### src/rtl/vmt_pkg.sv
// ----------------------------------------------------------------------------
// vmt_pkg
// shared types, widths and codes for the 4x4 vertex transform engine
// ----------------------------------------------------------------------------
package vmt_pkg;

  localparam int DATA_W        = 32;
  localparam int PROD_W        = 2 * DATA_W;
  localparam int PAIR_W        = PROD_W + 1;
  localparam int SUM_W         = PROD_W + 2;
  localparam int DIM           = 4;
  localparam int FRAC_BITS_DEF = 16;

  typedef logic signed [DATA_W-1:0] word_t;
  typedef logic signed [PROD_W-1:0] prod_t;
  typedef logic signed [PAIR_W-1:0] pair_t;
  typedef logic signed [SUM_W-1:0]  sum_t;

  // request kind
  localparam logic MODE_LOAD  = 1'b0;
  localparam logic MODE_XFORM = 1'b1;

  localparam word_t SAT_MAX = word_t'(32'h7fff_ffff);
  localparam word_t SAT_MIN = word_t'(32'h8000_0000);

  // per-stage load enables handed to the lanes
  typedef struct packed {
    logic mul_en;
    logic pair_en;
    logic sum_en;
  } lane_ctl_t;

endpackage

### src/rtl/vmt_merge.sv
// ----------------------------------------------------------------------------
// vmt_merge
// scales each lane sum, saturates to 32 bits and folds the clamp flags
// ----------------------------------------------------------------------------
module vmt_merge #(
  parameter int FRAC_BITS = vmt_pkg::FRAC_BITS_DEF
) (
  input  logic           clk,
  input  logic           en,
  input  vmt_pkg::sum_t  sum [vmt_pkg::DIM],
  output vmt_pkg::word_t res [vmt_pkg::DIM],
  output logic           clamped
);
  import vmt_pkg::*;

  sum_t  shifted [DIM];
  word_t res_next [DIM];
  logic  [DIM-1:0] sat;

  always_comb begin
    for (int r = 0; r < DIM; r++) begin
      shifted[r] = sum[r] >>> FRAC_BITS;
      // fits when the result sign and all bits above it agree
      if ((&shifted[r][SUM_W-1:DATA_W-1]) || !(|shifted[r][SUM_W-1:DATA_W-1])) begin
        res_next[r] = shifted[r][DATA_W-1:0];
        sat[r]      = 1'b0;
      end else begin
        res_next[r] = shifted[r][SUM_W-1] ? SAT_MIN : SAT_MAX;
        sat[r]      = 1'b1;
      end
    end
  end

  always_ff @(posedge clk) begin
    if (en) begin
      res     <= res_next;
      clamped <= |sat;
    end
  end

endmodule

### config.mk
export PLATFORM = sky130hd
export DESIGN_NAME = vmt_merge
export DESIGN_NICKNAME = d
export VERILOG_FILES = /design/src/rtl/vmt_pkg.sv /design/src/rtl/vmt_merge.sv
export SDC_FILE = /design/constraint.sdc
export NUM_CORES = 1
export LEC_CHECK = 0
export ABC_AREA = 1
export BUFFER_PORTS_ARGS = -buffer_cell sky130_fd_sc_hd__buf_2
export CORE_AREA = 2 2 151 153
export DETAILED_ROUTE_END_ITERATION = 10
export DIE_AREA = 0 0 153 155
export PLACE_DENSITY = 0.57
export SETUP_SLACK_MARGIN = 0.05
export SLEW_MARGIN = 25
export SYNTH_ARGS = -nofsm -noshare
export SYNTH_HDL_FRONTEND = slang
export SYNTH_SLANG_ARGS = --single-unit
### constraint.sdc
create_clock -name clk -period 1.3 [get_ports clk]
set_input_delay 0.065 -clock clk [delete_from_list [all_inputs] [get_ports clk]]
set_output_delay 0.065 -clock clk [all_outputs]
set_load 0.01 [all_outputs]
==> results.sh, run 1 <==
export IMPL_run_status="completed"
export IMPL_min_period_over_period=0.859
export IMPL_die_x_um=153
export IMPL_ir_worst_vdd_mv=0.731
export IMPL_postRouteAntennaNets=0
export IMPL_wl_um=17400
export IMPL_area_growth_pct=69.4
export IMPL_crit_start="res[101]"
export IMPL_remaining_drc_errors=0
export IMPL_slowest_delay_ns=0.45
export IMPL_end_kind="output port"
export IMPL_first_iter_violations=249
export IMPL_finalCriticalPeriod_ns=1.12
export IMPL_mostFrequentLayoutCell="buf_2"
export IMPL_grt_pass1_vias=5486
export IMPL_finalHoldViolCount=0
export IMPL_cp_cell_sequence="buf_2"
export IMPL_root_buffer="clkbuf_16"
export IMPL_design_area_um2=9700
export IMPL_pre_cts_slack_ns=-0.0643
export IMPL_async_flop_share=0
export IMPL_routabilityCongestion=0.806
export IMPL_fp_dieH_um=155
export IMPL_avgSynthCellArea_um2=10.6
export IMPL_whs_endpoint="res[55]"
export IMPL_yosysWarnings=0
export IMPL_worstPathMaxFanout=1
export IMPL_vias_per_cell=4.13
export IMPL_synth_largest_area_cell="edfxtp_1"
export IMPL_cts_buffers_inserted=17
export IMPL_clockBufferDepth=2
export IMPL_synth_edf_count=129
export IMPL_initial_utilization=0.257
export IMPL_ys_types=16
export IMPL_antenna_found_initial=0
export IMPL_synth_cells=542
export IMPL_ys_flop_type="edfxtp_1"
export IMPL_cap_violations=0
export IMPL_synth_xor_area_share=0
export IMPL_diodes=0
export IMPL_place_hpwl_um=12600
export IMPL_yosys_area_share_simple=0.270
export IMPL_hold_path_class="primary input to flop"
export IMPL_synth_compound_area_frac=0
export IMPL_ys_top_cells_by_area="edfxtp_1 (68%), nand2_1 (19%), buf_6 (4.1%)"
export IMPL_worstHoldStart="en"
export IMPL_yosysSeqAreaShare=0.677
export IMPL_grt_use_total=0.145
export IMPL_clkSinkCount=129
export IMPL_cts_clk_slew_worst_paths_ns=0.06
export IMPL_core_rowCount=55
export IMPL_cts_resized_gates=0
export IMPL_grt_overflow=0
export IMPL_start_kind="flop"
export IMPL_relSlewSlack=0.803
export IMPL_worstSetupPathType="flop to output port"
export IMPL_mostFrequentLayoutCells="buf_2 (329), nand2_1 (291), edfxtp_1 (129), dlygate4sd3_1 (128), nor2_1 (54)"
export IMPL_setup_viol=0
export IMPL_grt_max_degree=32
export IMPL_die_area_um2=23700
export IMPL_synthMuxAreaShare=0
export IMPL_io_buffers=330
export IMPL_hold_path_depth=1
export IMPL_grt_pass1_wl_um=27100
export IMPL_synth_top_family_by_area="simple AND/OR/NAND/NOR gates"
export IMPL_synth_adder_area_share=0
export IMPL_drive_gt1_frac=0.391
export IMPL_synth_area_um2=5720
export IMPL_core_um2=22200
export IMPL_cts_tree="built"
export IMPL_path_delay_family="flip-flops"
export IMPL_worstMarginPinSlew_ns=0.295
export IMPL_dr_pass1_iters=4
export IMPL_num_vias=5454
export IMPL_synth_nets=808
export IMPL_rsz0062_at_grt="no"
export IMPL_p_leak_nw=4.36
export IMPL_critPathSlowestCell="edfxtp_1"
export IMPL_ys_ff_latch=129
export IMPL_finalWorstSetupSlack_ns=0.183
export IMPL_nets=1287
export IMPL_arrival_ns=1.05
export IMPL_wl_per_cell_um=13.2
export IMPL_yosysTopAreaCellShare=0.677
export IMPL_io_pins=395
export IMPL_h_tree_depth=4
export IMPL_fmax_mhz=895
export IMPL_p_per_area_nw_per_um2=1180
export IMPL_crit_required_ns=1.24
export IMPL_crit_buf_inv=1
export IMPL_dpl_cell_area_um2=7810
export IMPL_final_util=0.436
export IMPL_slew_viol_final=0
metal layers:
layer	up-vias	global-route usage	wire length [um]
met5	-	0	0
met4	0	0.0604	399
met3	27	0.0398	1090
met2	223	0.263	8900
met1	2468	0.161	7040
li1	2736	-	-
metrics by stage:
stage / cells / hold slack, ns / total power, W / setup TNS, ns
4_1_cts: 1319 / 0.0185 / 0.0116 / 0
2_1_floorplan: 542 / 0.177 / 0.00552 / 0
6_report: 1319 / 0.0269 / 0.0115 / 0
3_3_place_gp: 1159 / 0.289 / 0.00633 / -0.0626
3_5_place_dp: 1159 / 0.293 / 0.00635 / -0.542
5_1_grt: 1319 / 0.0206 / 0.0120 / 0
final cells by class:
type                       instances  area, um^2
fill                            2132       12500
sequential                       129        3870
timing repair buffer             488        3290
multi-input combinational        379        1550
clock buffer                      18         429
tap                              285         357
clock inverter                    14         179
inverter                           6        22.5
cell families (layout without fill, tap and decap cells):
| group | Yosys count | count (layout) |
|---|---|---|
| simple gates | 379 | 379 |
| flops | 129 | 129 |
| buf+inv | 34 | 526 |
state kept, by name, summed over array words and instances, names as in the netlist:
signal,flops
clamped,1
res,128
synth_stat cells (4+ instances only):
master,instances
nand2_1,291
edfxtp_1,129
nor2_1,54
buf_6,21
nand4_1,8
or2_1,8
inv_1,6
nand3_1,5
nand3_2,4
timing repair:
item,4_1_cts,5_1_grt
hold endpoints to repair,128,0
setup buffers,0,0
hold buffers,128,0
endpoints found under the setup margin,0,0
power by group:
group / switching [W] / leakage, nW / internal (W)
clock: 0.00187 / 0.288 / 0.00304
combinational: 0.000725 / 2.81 / 0.000812
sequential: 0.0000804 / 1.26 / 0.00494
worst max-delay path by stage:
stage / endpoint / slack, ns / cells after the start
after floorplan: res[100] / 0.20 / 6
after global placement: clamped / -0.06 / 9
after detailed placement: clamped / -0.06 / 9
after CTS: res[101] / 0.17 / 1
after global routing: res[101] / 0.15 / 1
final: res[101] / 0.18 / 1
(Power assumes the default switching activity.)
==> run 2: changes to the inputs <==
- RECOVER_POWER: default -> 100
==> run 2 against run 1 <==
Sequential share of layout area rose by 1.2 points. Global-route usage stayed put. Power shrank 0.94%. Final cell count unchanged. Die area is the same. Combinational power down 8%. First-iteration DRC count increased by 21%. Hold slack improved by 0.30 ns. Critical path type unchanged. Highest routed layer unchanged.
==> results.sh, run 2 (same netlist as run 1, synthesis figures left out) <==
export IMPL_nets=1287
export IMPL_largest_reg_flops=128
export IMPL_p_per_area_nw_per_um2=1210
export IMPL_cts_hold_buf=128
export IMPL_worstMarginPinSlew_ns=0.722
export IMPL_power_total_w=0.0114
export IMPL_rsz0062_at_grt="no"
export IMPL_antenna_found_initial=0
export IMPL_worstHoldStart="sum[262]"
export IMPL_ir_worst_vdd_mv=0.731
export IMPL_cp_cell_sequence="clkbuf_1"
export IMPL_crit_required_ns=1.24
export IMPL_diodes=0
export IMPL_core_um2=22200
export IMPL_hold_path_class="primary input to flop"
export IMPL_p_leak_nw=3.95
export IMPL_initial_utilization=0.257
export IMPL_fmax_mhz=889
export IMPL_min_period_over_period=0.865
export IMPL_fp_dieH_um=155
export IMPL_crit_buf_inv=1
export IMPL_run_status="completed"
export IMPL_clockBufferDepth=2
export IMPL_mostFrequentLayoutCell="nand2_1"
export IMPL_core_rowCount=55
export IMPL_end_kind="output port"
export IMPL_grt_pass1_wl_um=27100
export IMPL_finalCriticalPeriod_ns=1.12
export IMPL_drive_gt1_frac=0.250
export IMPL_grt_max_degree=32
export IMPL_die_x_um=153
export IMPL_top_register="res"
export IMPL_postRouteAntennaNets=0
export IMPL_cap_violations=0
export IMPL_dr_pass1_iters=4
export IMPL_top_regs="res (128), clamped (1)"
export IMPL_first_iter_violations=301
export IMPL_clkSinkCount=129
export IMPL_die_area_um2=23700
export IMPL_cts_clk_slew_worst_paths_ns=0.06
export IMPL_io_buffers=330
export IMPL_place_hpwl_um=12600
export IMPL_setup_viol=0
export IMPL_cts_buffers_inserted=17
export IMPL_path_delay_family="flip-flops"
export IMPL_relSlewSlack=0.519
export IMPL_cts_tree="built"
export IMPL_tns_ns=0
export IMPL_whs_endpoint="clamped"
export IMPL_arrival_ns=1.06
export IMPL_wl_um=17600
export IMPL_num_vias=5460
export IMPL_cts_resized_gates=0
export IMPL_h_tree_depth=4
export IMPL_wl_per_cell_um=13.3
export IMPL_remaining_drc_errors=0
export IMPL_mostFrequentLayoutCells="nand2_1 (293), buf_2 (197), clkbuf_1 (141), edfxtp_1 (129), dlygate4sd3_1 (128)"
export IMPL_finalHoldViolCount=0
export IMPL_slowest_delay_ns=0.45
export IMPL_cts_setup_buffers=0
export IMPL_critPathSlowestCell="edfxtp_1"
export IMPL_worstPathMaxFanout=1
export IMPL_routabilityCongestion=0.806
export IMPL_grt_pass1_vias=5486
export IMPL_worstSetupPathType="flop to output port"
export IMPL_grt_use_total=0.145
export IMPL_hold_path_depth=9
export IMPL_root_buffer="clkbuf_16"
export IMPL_vias_per_cell=4.14
export IMPL_start_kind="flop"
export IMPL_slew_viol_final=0
export IMPL_io_pins=395
export IMPL_grt_overflow=0
export IMPL_area_growth_pct=64.5
## run 2: cell count changes in the layout (fill, tap and decap cells not counted), sizes merged
| cell | change |
|---|---|
| buf | -146 |
| clkbuf | +146 |
## run 2: per-layer routing
metal / part of all wire / vias to the layer above / routed length (um) / GRT usage
met3: 0.061 / 25 / 1070 / 0.0398
met2: 0.51 / 216 / 9000 / 0.263
met5: 0 / - / 0 / 0
met4: 0.021 / 0 / 374 / 0.0604
met1: 0.41 / 2484 / 7130 / 0.161
li1: - / 2735 / - / -
## run 2: report_power, final
group          switching, W  internal, W  total [W]
combinational      0.000725     0.000697    0.00142
sequential        0.0000915      0.00494    0.00504
clock               0.00186      0.00304    0.00490
## run 2: worst max path at each step
stage              from        to  slack (ns)  depth (start not counted)
6_report       res[101]  res[101]        0.18                          1
5_1_grt         sum[48]   clamped        0.09                          8
4_1_cts        res[101]  res[101]        0.17                          1
3_5_place_dp   sum[116]   clamped       -0.06                          9
3_3_place_gp   sum[115]   clamped       -0.06                          9
2_1_floorplan  sum[246]  res[100]        0.20                          6
## run 2: final cells by class
cell class                 count  area [um^2]
fill                        2221        12800
sequential                   129         3870
timing repair buffer         488         3030
multi-input combinational    379         1520
clock buffer                  18          429
tap                          285          357
clock inverter                14          179
inverter                       6         22.5
## run 2: through the flow
step	utilization	cells	cell area, um^2	setup slack (ns)	hold slack, ns
2_1_floorplan	-	542	5720	0.205	0.177
3_3_place_gp	0.351	1159	7810	-0.0557	0.289
3_5_place_dp	0.351	1159	7810	-0.0643	0.293
4_1_cts	0.436	1319	9700	0.172	0.0185
5_1_grt	0.423	1319	9410	0.0878	0.348
6_report	0.423	1319	9410	0.175	0.326
==> run 3: changes to the inputs <==
- PLACE_DENSITY: 0.57 -> default
==> run 3 against run 2 <==
Global-route usage shrank 0.57 points. Die area is the same. Worst setup slack gained 0.026 ns. Combinational power is essentially flat. Fmax grew 2.3%. Count of clock-buffer cells in the layout shrank 1. Routed wire length shrank 0.65%. Power shrank 0.93%. Largest power group unchanged. Hold slack lost 0.038 ns. Sequential power is essentially flat. First-iteration DRC count shrank 14%. Final cell count shrank 0.15%. Largest cell class unchanged.
==> results.sh, run 3 (same netlist as run 1, synthesis figures left out) <==
export IMPL_cts_tree="built"
export IMPL_cts_buffers_inserted=17
export IMPL_grt_overflow=0
export IMPL_grt_pass1_wl_um=26200
export IMPL_top_regs="res (128), clamped (1)"
export IMPL_finalHoldViolCount=0
export IMPL_arrival_ns=1.23
export IMPL_clockBufferDepth=2
export IMPL_worstSetupPathType="primary input to flop"
export IMPL_drive_gt1_frac=0.257
export IMPL_hold_path_class="primary input to flop"
export IMPL_num_vias=5484
export IMPL_worstHoldStart="sum[245]"
export IMPL_pre_cts_slack_ns=-0.0367
export IMPL_area_growth_pct=64.2
export IMPL_root_buffer="clkbuf_16"
export IMPL_crit_required_ns=1.43
export IMPL_routabilityCongestion=0.799
export IMPL_initial_utilization=0.257
export IMPL_dr_pass1_iters=4
export IMPL_cts_resized_gates=0
export IMPL_finalWorstSetupSlack_ns=0.201
export IMPL_grt_use_total=0.139
export IMPL_first_iter_violations=259
export IMPL_grt_max_degree=38
export IMPL_cts_setup_buffers=0
export IMPL_mostFrequentLayoutCell="nand2_1"
export IMPL_largest_reg_flops=128
export IMPL_io_buffers=330
export IMPL_end_kind="flop"
export IMPL_finalCriticalPeriod_ns=1.10
export IMPL_remaining_drc_errors=0
export IMPL_regArea_um2=3870
export IMPL_slew_viol_final=0
export IMPL_nets=1286
export IMPL_dp_cells=1157
export IMPL_relSlewSlack=0.770
export IMPL_fp_dieH_um=155
export IMPL_start_kind="primary input"
export IMPL_ir_worst_vdd_mv=0.705
export IMPL_fmax_mhz=910
export IMPL_min_period_over_period=0.845
export IMPL_whs_endpoint="res[115]"
export IMPL_cts_clk_slew_worst_paths_ns=0.06
export IMPL_multi_input_area_um2=1530
export IMPL_die_area_um2=23700
export IMPL_mostFrequentLayoutCells="nand2_1 (292), buf_2 (198), clkbuf_1 (134), edfxtp_1 (129), dlygate4sd3_1 (129)"
export IMPL_p_per_area_nw_per_um2=1200
export IMPL_setup_viol=0
export IMPL_wl_um=17500
export IMPL_stdcell_count=1317
export IMPL_place_hpwl_um=12200
export IMPL_cts_hold_buf=129
export IMPL_core_um2=22200
export IMPL_worstMarginPinSlew_ns=0.346
export IMPL_p_leak_nw=3.95
export IMPL_cap_violations=0
export IMPL_diodes=0
export IMPL_die_x_um=153
export IMPL_power_total_w=0.0113
export IMPL_h_tree_depth=4
export IMPL_top_register="res"
export IMPL_grt_pass1_vias=5504
export IMPL_rsz0062_at_grt="no"
export IMPL_run_status="completed"
export IMPL_postRouteAntennaNets=0
export IMPL_vias_per_cell=4.16
export IMPL_hold_path_depth=6
export IMPL_antenna_found_initial=0
export IMPL_wl_per_cell_um=13.3
export IMPL_core_rowCount=55
export IMPL_io_pins=395
export IMPL_n_fill_cell=2204
export IMPL_clkSinkCount=129
export IMPL_worstPathMaxFanout=31
==> run 3: changes by cell type in the layout (fill, tap and decap cells not counted), moves of 2 or more <==
cell      before  now
inv_6          4    2
buf_12         6    4
clkbuf_1     141  134
clkbuf_2       3    6
clkinv_2       1    4
==> run 3: critical path, cell delays in order <==
cell	delay (ns)
buf_2	0.10
or2_1	0.21
nor2_1	0.14
nand3_2	0.13
nand3b_2	0.10
clkbuf_4	0.34
nand2_1	0.13
==> run 3: how the worst max path moves through the flow <==
stage | to | depth (start not counted) | slack, ns | startpoint
after CTS | res[70] | 1 | 0.19 | res[70]
after global routing | res[0] | 10 | 0.10 | sum[55]
final | res[73] | 7 | 0.20 | sum[180]
after detailed placement | res[73] | 7 | -0.04 | sum[180]
after floorplan | res[100] | 6 | 0.20 | sum[246]
after global placement | res[73] | 7 | -0.03 | sum[180]
==> run 3: cell type report <==
cell class                      instances  area share
Clock inverter                         14      0.0174
Timing Repair Buffer                  487       0.321
Clock buffer                           17      0.0453
Inverter                                6     0.00240
Tap cell                              285      0.0380
Sequential cell                       129       0.412
Multi-Input combinational cell        379       0.163
==> run 3: stage by stage <==
step                utilization  setup TNS, ns  hold slack, ns  instance area [um^2]
global placement          0.349        -0.0762           0.276                  7770
global route              0.423              0           0.310                  9400
finish                    0.423              0           0.288                  9400
detailed placement        0.349         -0.246           0.277                  7770
floorplan                     -              0           0.177                  5720
CTS                       0.434              0           0.203                  9650
==> run 3: power breakdown <==
part | internal (W) | total [W] | leakage, nW | switching, W
sequential | 0.00494 | 0.00503 | 1.26 | 0.0000865
clock | 0.00300 | 0.00480 | 0.287 | 0.00180
combinational | 0.000699 | 0.00142 | 2.40 | 0.000725
total | 0.00864 | 0.0113 | 3.95 | 0.00261
==> run 3: routing by layer <==
metal,part of all wire,global-route usage
met1,0.40,0.152
met2,0.51,0.255
met3,0.061,0.0359
met4,0.032,0.0631
met5,0,0
